[src/rtl/ev1527_pkg.sv]
// Shared types and constants for the EV1527 OOK frame encoder.
// No dependencies; imported by every module of the block.
`default_nettype none

package ev1527_pkg;

    localparam int CFG_W        = 16;
    localparam int CFG_IDX_W    = 3;
    localparam int ADDR_W       = 16;
    localparam int CODE_W       = 8;
    localparam int REPEAT_W     = 8;
    localparam int FRAME_BITS   = ADDR_W + CODE_W;
    localparam int SEG_W        = 6;
    localparam int SEGS_PER_FRAME = 50;
    localparam int TICK_BITS_DEF  = 16;

    localparam logic [SEG_W-1:0] LAST_SEG = SEG_W'(SEGS_PER_FRAME - 1);

    // Register reset values
    localparam logic [ADDR_W-1:0]   ADDR_RST   = 16'd0;
    localparam logic [CFG_W-1:0]    SHORT_RST  = 16'd186;
    localparam logic [CFG_W-1:0]    LONG_RST   = 16'd558;
    localparam logic [CFG_W-1:0]    SYNC_RST   = 16'd5767;
    localparam logic [REPEAT_W-1:0] REPEAT_RST = 8'd20;

    // Register indexes
    localparam logic [CFG_IDX_W-1:0] REG_ADDR   = 3'd0;
    localparam logic [CFG_IDX_W-1:0] REG_SHORT  = 3'd1;
    localparam logic [CFG_IDX_W-1:0] REG_LONG   = 3'd2;
    localparam logic [CFG_IDX_W-1:0] REG_SYNC   = 3'd3;
    localparam logic [CFG_IDX_W-1:0] REG_REPEAT = 3'd4;

    // Input action codes
    localparam logic ACT_TICK  = 1'b0;
    localparam logic ACT_START = 1'b1;

    typedef struct packed {
        logic [ADDR_W-1:0]   device_address;
        logic [CFG_W-1:0]    short_ticks;
        logic [CFG_W-1:0]    long_ticks;
        logic [CFG_W-1:0]    sync_gap_ticks;
        logic [REPEAT_W-1:0] repeat_count;
    } t_cfg;

    typedef struct packed {
        logic line_level;
        logic busy_res;
        logic done_res;
    } t_result;

endpackage

`default_nettype wire

[src/rtl/ev1527_cfg.sv]
// Configuration register bank for the EV1527 OOK frame encoder.
// Depends on ev1527_pkg.
`default_nettype none

module ev1527_cfg (
    input  wire logic                             i_clk,
    input  wire logic                             i_rst_n,
    input  wire logic                             i_wr,
    input  wire logic [ev1527_pkg::CFG_IDX_W-1:0] i_index,
    input  wire logic [ev1527_pkg::CFG_W-1:0]     i_data,
    output ev1527_pkg::t_cfg                      o_cfg
);
    import ev1527_pkg::*;

    t_cfg r_cfg;

    always_ff @(posedge i_clk) begin
        if (!i_rst_n) begin
            r_cfg.device_address <= ADDR_RST;
            r_cfg.short_ticks    <= SHORT_RST;
            r_cfg.long_ticks     <= LONG_RST;
            r_cfg.sync_gap_ticks <= SYNC_RST;
            r_cfg.repeat_count   <= REPEAT_RST;
        end else if (i_wr) begin
            unique case (i_index)
                REG_ADDR:   r_cfg.device_address <= i_data[ADDR_W-1:0];
                REG_SHORT:  r_cfg.short_ticks    <= i_data;
                REG_LONG:   r_cfg.long_ticks     <= i_data;
                REG_SYNC:   r_cfg.sync_gap_ticks <= i_data;
                REG_REPEAT: r_cfg.repeat_count   <= i_data[REPEAT_W-1:0];
                default: ;  // drop writes to unused indexes
            endcase
        end
    end

    assign o_cfg = r_cfg;

endmodule

`default_nettype wire

[src/rtl/ev1527_seq.sv]
// Frame sequencer: segment, tick and repeat counters with next-state logic.
// Depends on ev1527_pkg; configuration arrives as a t_cfg struct.
`default_nettype none

module ev1527_seq #(
    parameter int TICK_BITS = ev1527_pkg::TICK_BITS_DEF
) (
    input  wire logic                          i_clk,
    input  wire logic                          i_rst_n,
    input  wire logic                          i_step,
    input  wire logic                          i_action,
    input  wire logic [ev1527_pkg::CODE_W-1:0] i_code,
    input  ev1527_pkg::t_cfg                   i_cfg,
    output ev1527_pkg::t_result                o_res
);
    import ev1527_pkg::*;

    localparam int WideW = (TICK_BITS > CFG_W) ? TICK_BITS : CFG_W;
    localparam logic [WideW-1:0] TickMax = WideW'((64'd1 << TICK_BITS) - 64'd1);

    // Zero counts as one tick; saturate to the counter range.
    function automatic logic [TICK_BITS-1:0] fit_ticks(input logic [CFG_W-1:0] t);
        logic [WideW-1:0] w;
        w = WideW'(t);
        if (t == '0) begin
            return TICK_BITS'(1);
        end else if (w > TickMax) begin
            return TICK_BITS'(TickMax);
        end
        return TICK_BITS'(w);
    endfunction

    logic                  r_sending, n_sending;
    logic [REPEAT_W-1:0]   r_repeats, n_repeats;
    logic [SEG_W-1:0]      r_seg,     n_seg;
    logic [TICK_BITS-1:0]  r_ticks,   n_ticks;
    logic [FRAME_BITS-1:0] r_frame,   n_frame;
    logic                  r_line,    n_line;

    logic                  done;
    logic [SEG_W-1:0]      ld_seg;
    logic [4:0]            bit_pos;
    logic [4:0]            bit_idx;
    logic                  frame_bit;
    logic [CFG_W-1:0]      ld_dur;

    // Duration of the segment following the current one
    always_comb begin
        ld_seg    = (r_seg == LAST_SEG) ? '0 : r_seg + SEG_W'(1);
        bit_pos   = ld_seg[5:1];
        bit_idx   = (bit_pos == '0) ? '0 : 5'(FRAME_BITS) - bit_pos;
        frame_bit = r_frame[bit_idx];
        if (ld_seg == '0) begin
            ld_dur = i_cfg.short_ticks;
        end else if (ld_seg == SEG_W'(1)) begin
            ld_dur = i_cfg.sync_gap_ticks;
        end else if (!ld_seg[0]) begin
            ld_dur = frame_bit ? i_cfg.long_ticks : i_cfg.short_ticks;
        end else begin
            ld_dur = frame_bit ? i_cfg.short_ticks : i_cfg.long_ticks;
        end
    end

    always_comb begin
        n_sending = r_sending;
        n_repeats = r_repeats;
        n_seg     = r_seg;
        n_ticks   = r_ticks;
        n_frame   = r_frame;
        n_line    = r_line;
        done      = 1'b0;
        if (i_step) begin
            if (i_action == ACT_START) begin
                // Ignore a start while a transmission runs
                if (!r_sending) begin
                    n_frame   = {i_cfg.device_address, i_code};
                    n_repeats = (i_cfg.repeat_count == '0) ? REPEAT_W'(1)
                                                           : i_cfg.repeat_count;
                    n_seg     = '0;
                    n_sending = 1'b1;
                    n_line    = 1'b1;
                    n_ticks   = fit_ticks(i_cfg.short_ticks);
                end
            end else if (r_sending) begin
                if (r_ticks == TICK_BITS'(1)) begin
                    n_seg = ld_seg;
                    if (r_seg == LAST_SEG && r_repeats == REPEAT_W'(1)) begin
                        n_repeats = '0;
                        n_sending = 1'b0;
                        n_line    = 1'b0;
                        n_ticks   = '0;
                        done      = 1'b1;
                    end else begin
                        if (r_seg == LAST_SEG) begin
                            n_repeats = r_repeats - REPEAT_W'(1);
                        end
                        n_line  = ~ld_seg[0];
                        n_ticks = fit_ticks(ld_dur);
                    end
                end else begin
                    n_ticks = r_ticks - TICK_BITS'(1);
                end
            end
        end
    end

    always_ff @(posedge i_clk) begin
        if (!i_rst_n) begin
            r_sending <= 1'b0;
            r_repeats <= '0;
            r_seg     <= '0;
            r_ticks   <= '0;
            r_frame   <= '0;
            r_line    <= 1'b0;
        end else begin
            r_sending <= n_sending;
            r_repeats <= n_repeats;
            r_seg     <= n_seg;
            r_ticks   <= n_ticks;
            r_frame   <= n_frame;
            r_line    <= n_line;
        end
    end

    assign o_res.line_level = n_line;
    assign o_res.busy_res   = n_sending;
    assign o_res.done_res   = done;

endmodule

`default_nettype wire

[src/rtl/ev1527_ook_frame_encoder.sv]
// EV1527-style OOK frame encoder. Each accepted item (a tick or a start) gives one
// result: the line level, busy and done flags after that item. Throughput is one
// item per clock; the result shows in the output register in the cycle after the
// transfer, and input ready drops only while that register is full and stalled.
// Segment timing is counted in tick items by a TICK_BITS-wide down counter;
// configuration writes are taken in any cycle.
`default_nettype none

module ev1527_ook_frame_encoder #(
    parameter int TICK_BITS = ev1527_pkg::TICK_BITS_DEF
) (
    input  wire logic                             i_clk,
    input  wire logic                             i_rst_n,
    input  wire logic                             i_in_valid,
    output logic                                  o_in_ready,
    input  wire logic                             i_action,
    input  wire logic [ev1527_pkg::CODE_W-1:0]    i_code,
    output logic                                  o_out_valid,
    input  wire logic                             i_out_ready,
    output logic                                  o_line_level,
    output logic                                  o_busy_res,
    output logic                                  o_done_res,
    input  wire logic                             i_cfg_valid,
    output logic                                  o_cfg_ready,
    input  wire logic [ev1527_pkg::CFG_IDX_W-1:0] i_cfg_index,
    input  wire logic [ev1527_pkg::CFG_W-1:0]     i_cfg_data
);
    import ev1527_pkg::*;

    t_cfg    cfg;
    t_result res;
    t_result r_res;
    logic    r_out_valid;
    logic    in_xfer;

    assign o_cfg_ready = 1'b1;
    assign o_in_ready  = !r_out_valid || i_out_ready;
    assign in_xfer     = i_in_valid && o_in_ready;

    ev1527_cfg u_cfg (
        .i_clk   (i_clk),
        .i_rst_n (i_rst_n),
        .i_wr    (i_cfg_valid && o_cfg_ready),
        .i_index (i_cfg_index),
        .i_data  (i_cfg_data),
        .o_cfg   (cfg)
    );

    ev1527_seq #(
        .TICK_BITS (TICK_BITS)
    ) u_seq (
        .i_clk    (i_clk),
        .i_rst_n  (i_rst_n),
        .i_step   (in_xfer),
        .i_action (i_action),
        .i_code   (i_code),
        .i_cfg    (cfg),
        .o_res    (res)
    );

    always_ff @(posedge i_clk) begin
        if (!i_rst_n) begin
            r_out_valid <= 1'b0;
        end else if (o_in_ready) begin
            r_out_valid <= i_in_valid;
        end
    end

    // Hold the result until its transfer
    always_ff @(posedge i_clk) begin
        if (in_xfer) begin
            r_res <= res;
        end
    end

    assign o_out_valid  = r_out_valid;
    assign o_line_level = r_res.line_level;
    assign o_busy_res   = r_res.busy_res;
    assign o_done_res   = r_res.done_res;

endmodule

`default_nettype wire

[config.mk]
export PLATFORM = sky130hd
export DESIGN_NAME = ev1527_ook_frame_encoder
export DESIGN_NICKNAME = d
export VERILOG_FILES = /design/src/rtl/ev1527_pkg.sv /design/src/rtl/ev1527_cfg.sv /design/src/rtl/ev1527_seq.sv /design/src/rtl/ev1527_ook_frame_encoder.sv
export SDC_FILE = /design/constraint.sdc
export NUM_CORES = 1
export LEC_CHECK = 0
export BUFFER_PORTS_ARGS = -buffer_cell sky130_fd_sc_hd__buf_2
export CORE_MARGIN = 4
export CORE_UTILIZATION = 60
export CTS_BUF_LIST = sky130_fd_sc_hd__clkbuf_4 sky130_fd_sc_hd__clkbuf_8
export DETAILED_ROUTE_END_ITERATION = 10
export PLACE_DENSITY = 0.77
export SETUP_SLACK_MARGIN = 0.4
export SLEW_MARGIN = 20
export SYNTH_ARGS = -nofsm -noshare
export SYNTH_HDL_FRONTEND = slang
export SYNTH_SLANG_ARGS = --single-unit
[constraint.sdc]
create_clock -name i_clk -period 8.55 [get_ports i_clk]
set_input_delay 0.4275 -clock i_clk [delete_from_list [all_inputs] [get_ports i_clk]]
set_output_delay 0.4275 -clock i_clk [all_outputs]
set_load 0.01 [all_outputs]
==> results <==
- The flow ran to the end, and the final reports show no timing, DRC or antenna violations.
- The detailed-router iteration count before antenna repair is 5.
- The number of warning messages in the yosys log is 0.
- Port buffering added 37 buffers.
- The number of gates resized after CTS is 0.
- STA puts the critical path data required time at 8.95 ns.
- The final-report max-slew violation count is 0.
- The switching power as a share of total power is 28.42%.
- The startpoint identified for the worst hold timing path is i_code[0].
- The largest stage delay on the critical path is 0.48 ns.
- Summed over all failing endpoints, the final setup total negative slack is 0 ns.
- The cell count after synthesis came out at 924.
- The detailed placer's ending HPWL is 14690 um.
- The die span in x is 116.0 um.
- The post-synthesis async set-or-reset flop share is 0%.
- The maximum clock rate is 183.5 MHz.
- The average size of a mapped cell is 7.578 sq um.
- The type of the worst setup path is reg -> reg.
- In this run, the number of DRC markers left after iteration 0 of detailed routing was 880.
- Of the synthesized area, sequential elements account for 38.17%.
- Traced cell by cell, the critical path runs through inv_1 > ha_1 > and3_4 > a21oi_4 > inv_1 > ha_1 > xnor2_4 > xnor2_2 > mux2_2 > nand3_1 > a21oi_1 > o31a_1 > a22oi_1 > nand3_1 > o221a_1 > or3_1 > nor4_2 > a21o_1.
- Of the available clock period, the critical path in the final layout requires 63.75%.
- The share of final-layout standard cells stronger than drive strength 1 is 10.86%.
- IR analysis of the VDD net gives a maximum drop of 213.4 uV.
- The leakage power is 2.864 nW.
- The number of buffer and inverter stages on the critical path is 2.
- Using the TritonRoute via totals, the vias-per-cell ratio works out to 6.368.
- The count of final hold-check violations is 0.
- The die covers 0.01346 sq mm.
- The sequential power share is 44.0%.
- The number of H-tree levels is 4.
- For this block, the routed nets add up to 20800 um of wire.
- The kind of end point of the critical path is a register.
- The worst hold path belongs to the class in -> reg.
- Setup repair after global routing left no endpoint under its margin.
- The number of global-route vias before repair is 6328.
- In this run, the combinational gates consume 13.1% of the power.
- In this run the power spent charging and discharging nets is 0.0004265 W.
- The worst hold path terminates at u_seq.r_frame[0].
- The number of enable flip-flop cells after synthesis is 3.
- The final layout contains 968 nets.
- For the worst setup path, the data arrival time is 5.85 ns.
- The most area-hungry cell type in the Yosys netlist is sky130_fd_sc_hd__dfxtp_1.
- For the pin with the worst max-slew slack, the measured transition is 0.9383 ns.
- After detailed routing, the average wire length per cell comes to 19.22 um.
- Clock tree synthesis inserted a total of 17 buffers.
- After global routing the overflow that remains totals 0.
- The synthesized netlist occupies a cell area of 0.007002 sq mm.
- Post-CTS timing repair inserted 0 buffers for setup.
- The area growth from synthesis to layout is 9.203%.
- The endpoint identified for the worst register-to-register timing path is u_seq.r_ticks[0].
- The CTS tree is yes.
- The number of cells on the worst reg-to-reg path is 18.
- Once detail routing completed, the nets flagged for antenna violations numbered 0.
- The number of stages on the worst hold path is 3.
- The core footprint is 0.01142 sq mm.
- In this run the register-to-register setup slack is 3.10 ns.
- The number of flip-flops and latches in the synthesized netlist is 132.
- The most used standard cell by instance count after synthesis is sky130_fd_sc_hd__nand2_1.
- The count of cell instances traversed by the critical path is 18.
- Measured against its own limit, the worst slew margin works out to 37.45%.
- The maximum root-to-sink buffer count is 2.
- In this run the vertical extent of the chip is 116.0 um.
- For this design, the slowest cell found on the critical path is sky130_fd_sc_hd__dfxtp_1.
- Final hold analysis gives a worst-case slack of 0.1931 ns.
- For this run, the total global-route usage over all layers was measured as 32.05%.
- The kind of cell adding the most delay to the critical path is compound AO/OA/AOI/OAI gates.
- The number of max-cap violations is 0.
- When the netlist entered floorplanning its net count stood at 966.
- The pin count of the biggest net entering global routing is 63.
- The clock-pin slew of the registers on the worst-case setup and hold paths is 0.09 ns.
- After synthesis, the cell types taking the most area are sky130_fd_sc_hd__dfxtp_1 37%, sky130_fd_sc_hd__nand2_1 12%, sky130_fd_sc_hd__a21oi_1 8.0%, sky130_fd_sc_hd__nor2_1 3.3%, sky130_fd_sc_hd__nand3_1 2.7%.
- At the end of routability-driven placement, the weighted congestion stood at 0.9230.
- The number of antenna violations at the first check in global routing is 0.
- Along the worst path, the maximum fanout reaches 13.
- The shortest clock period the worst path allows after layout is 5.451 ns.
- Summing over every cut layer, the via total after detailed routing is 6890.
- In this run the count of I/O pins placed on the die edge is 39.
- The number of cell rows is 39.
- The internal power is 0.001074 W.
- After clock tree synthesis, the flow added hold-fix buffers numbering 0.
- 0 antenna diodes ended up in the layout.
- The count of different cell masters after synthesis is 80.
- Between clock sinks in the finished design, the worst skew comes to 0.01332 ns.
- The main flop type after synthesis is sky130_fd_sc_hd__dfxtp_1.
- In the synthesized netlist, the cells that appear most often are 229 x sky130_fd_sc_hd__nand2_1, 129 x sky130_fd_sc_hd__dfxtp_1, 112 x sky130_fd_sc_hd__a21oi_1.
- The first global-routing pass estimated 33500 um of wire.
- The worst-skew pair later-pin latency is 0.46 ns.
- The number of failing setup endpoints in the final timing report is 0.
- The clock tree root buffer cell is sky130_fd_sc_hd__clkbuf_8.
- The sort of element at the start of the critical path is a register.
- The area share of the largest cell type after synthesis is 36.88%.
- The initial core utilization is 61.32%.
- The number of clock sinks is 132.
- After detailed routing, the number of remaining DRC violations is 0.
- The power per cell area is 196.3 mW/mm^2.
- The startpoint of the most critical register-to-register path is u_seq.r_seg[1].
- The clock power share is 42.9%.
-- worst reg2reg max path, delay by kind of cell (launching register included) --
family                     cells  cell delay (ns)
buffers and inverters          2             0.24
muxes                          1             0.39
xor gates and xnor gates       2             0.61
and+or+nand+nor                5             1.31
DFF                            1             0.48
AOI/OAI and AO/OA              6             1.79
adders and majority gates      2             0.58
-- metal layers --
| metal | global-route usage, % | part of all wire, % | vias to the layer above |
|---|---|---|---|
| met5 | 0 | 0 | - |
| met4 | 11.60 | 2.5 | 0 |
| met3 | 8.668 | 9.9 | 45 |
| met2 | 45.91 | 43 | 340 |
| met1 | 46.25 | 44 | 3211 |
| li1 | - | - | 3294 |
-- worst max-delay path by stage --
stage / start / slack, ns / to
global placement: u_seq.r_seg[1] / 3.38 / u_seq.r_ticks[0]
finish: u_seq.r_seg[1] / 3.10 / u_seq.r_ticks[0]
floorplan: u_seq.r_seg[1] / 4.03 / u_seq.r_ticks[0]
detailed placement: u_seq.r_seg[1] / 3.18 / u_seq.r_ticks[0]
global route: u_seq.r_seg[1] / 2.64 / u_seq.r_ticks[0]
CTS: u_seq.r_seg[1] / 3.10 / u_seq.r_ticks[0]
-- kinds of logic (layout without fill, tap and decap cells) --
kind of cell	Yosys count	count (layout)	synth area share, %
buffers and inverters	77	92	4.503
AOI/OAI and AO/OA	252	252	23.62
muxes	16	16	2.716
adders and majority gates	9	9	1.608
DFF	132	132	38.17
other	1	1	0.05356
and+or+nand+nor	417	417	26.45
xor gates and xnor gates	20	20	2.877
-- stage by stage --
stage | util, % | total power, W | setup slack, ns | cells | area [sq um]
6_report | 66.96 | 0.001501 | 3.099 | 1082 | 7646
2_1_floorplan | - | 0.0008091 | 4.035 | 924 | 7002
5_1_grt | 66.96 | 0.001558 | 2.645 | 1082 | 7646
3_5_place_dp | 62.70 | 0.0008645 | 3.180 | 1050 | 7159
3_3_place_gp | 62.70 | 0.0008597 | 3.378 | 1050 | 7159
4_1_cts | 66.94 | 0.001500 | 3.103 | 1082 | 7644
-- state kept, by name (all words and copies together), names as in the netlist --
| name | cells |
|---|---|
| o_out_valid | 1 |
| u_seq.r_sending | 1 |
| o_line_level | 1 |
| o_busy_res | 1 |
| u_seq.r_repeats | 8 |
| u_seq.r_frame | 24 |
| o_done_res | 1 |
| u_cfg.o_cfg | 72 |
| u_seq.r_line | 1 |
| u_seq.r_seg | 6 |
| u_seq.r_ticks | 16 |
-- power groups by stage --
stage / Clock, W / Combinational (W) / Sequential (W)
2_1_floorplan: 0 / 0.000142 / 0.000667
3_3_place_gp: 0 / 0.000187 / 0.000673
3_5_place_dp: 0 / 0.000190 / 0.000674
4_1_cts: 0.000648 / 0.000192 / 0.000660
5_1_grt: 0.000676 / 0.000219 / 0.000663
6_report: 0.000643 / 0.000197 / 0.000661
-- layout by cell type (no fill, tap or decap), types with 6 or more instances in the layout --
cell,synthesis,layout
sky130_fd_sc_hd__nand2_1,229,229
sky130_fd_sc_hd__dfxtp_1,129,129
sky130_fd_sc_hd__a21oi_1,112,112
sky130_fd_sc_hd__nor2_1,62,61
sky130_fd_sc_hd__nand3_1,38,38
sky130_fd_sc_hd__buf_2,6,37
sky130_fd_sc_hd__o21ai_0,29,29
sky130_fd_sc_hd__clkbuf_8,0,18
sky130_fd_sc_hd__nor3_1,17,17
sky130_fd_sc_hd__inv_1,15,15
sky130_fd_sc_hd__a22oi_1,14,14
sky130_fd_sc_hd__or3_1,14,14
sky130_fd_sc_hd__xor2_1,13,13
sky130_fd_sc_hd__nor4_1,11,11
sky130_fd_sc_hd__mux2i_1,10,10
sky130_fd_sc_hd__o211ai_1,9,9
sky130_fd_sc_hd__ha_1,9,9
sky130_fd_sc_hd__a211oi_1,8,8
sky130_fd_sc_hd__o221ai_1,8,8
sky130_fd_sc_hd__and3_1,8,8
sky130_fd_sc_hd__o31ai_1,8,8
sky130_fd_sc_hd__a31oi_1,6,6
sky130_fd_sc_hd__buf_4,3,6
-- area by class of cell --
class	count	area, sq um
Multi-Input combinational cell	715	4016
Fill cell	978	3772
Sequential cell	132	2673
Clock buffer	18	247.7
Clock inverter	14	236.5
Timing Repair Buffer	43	230.2
Tap cell	143	178.9
Inverter	17	63.81
Power figures use the tool's default switching activity.
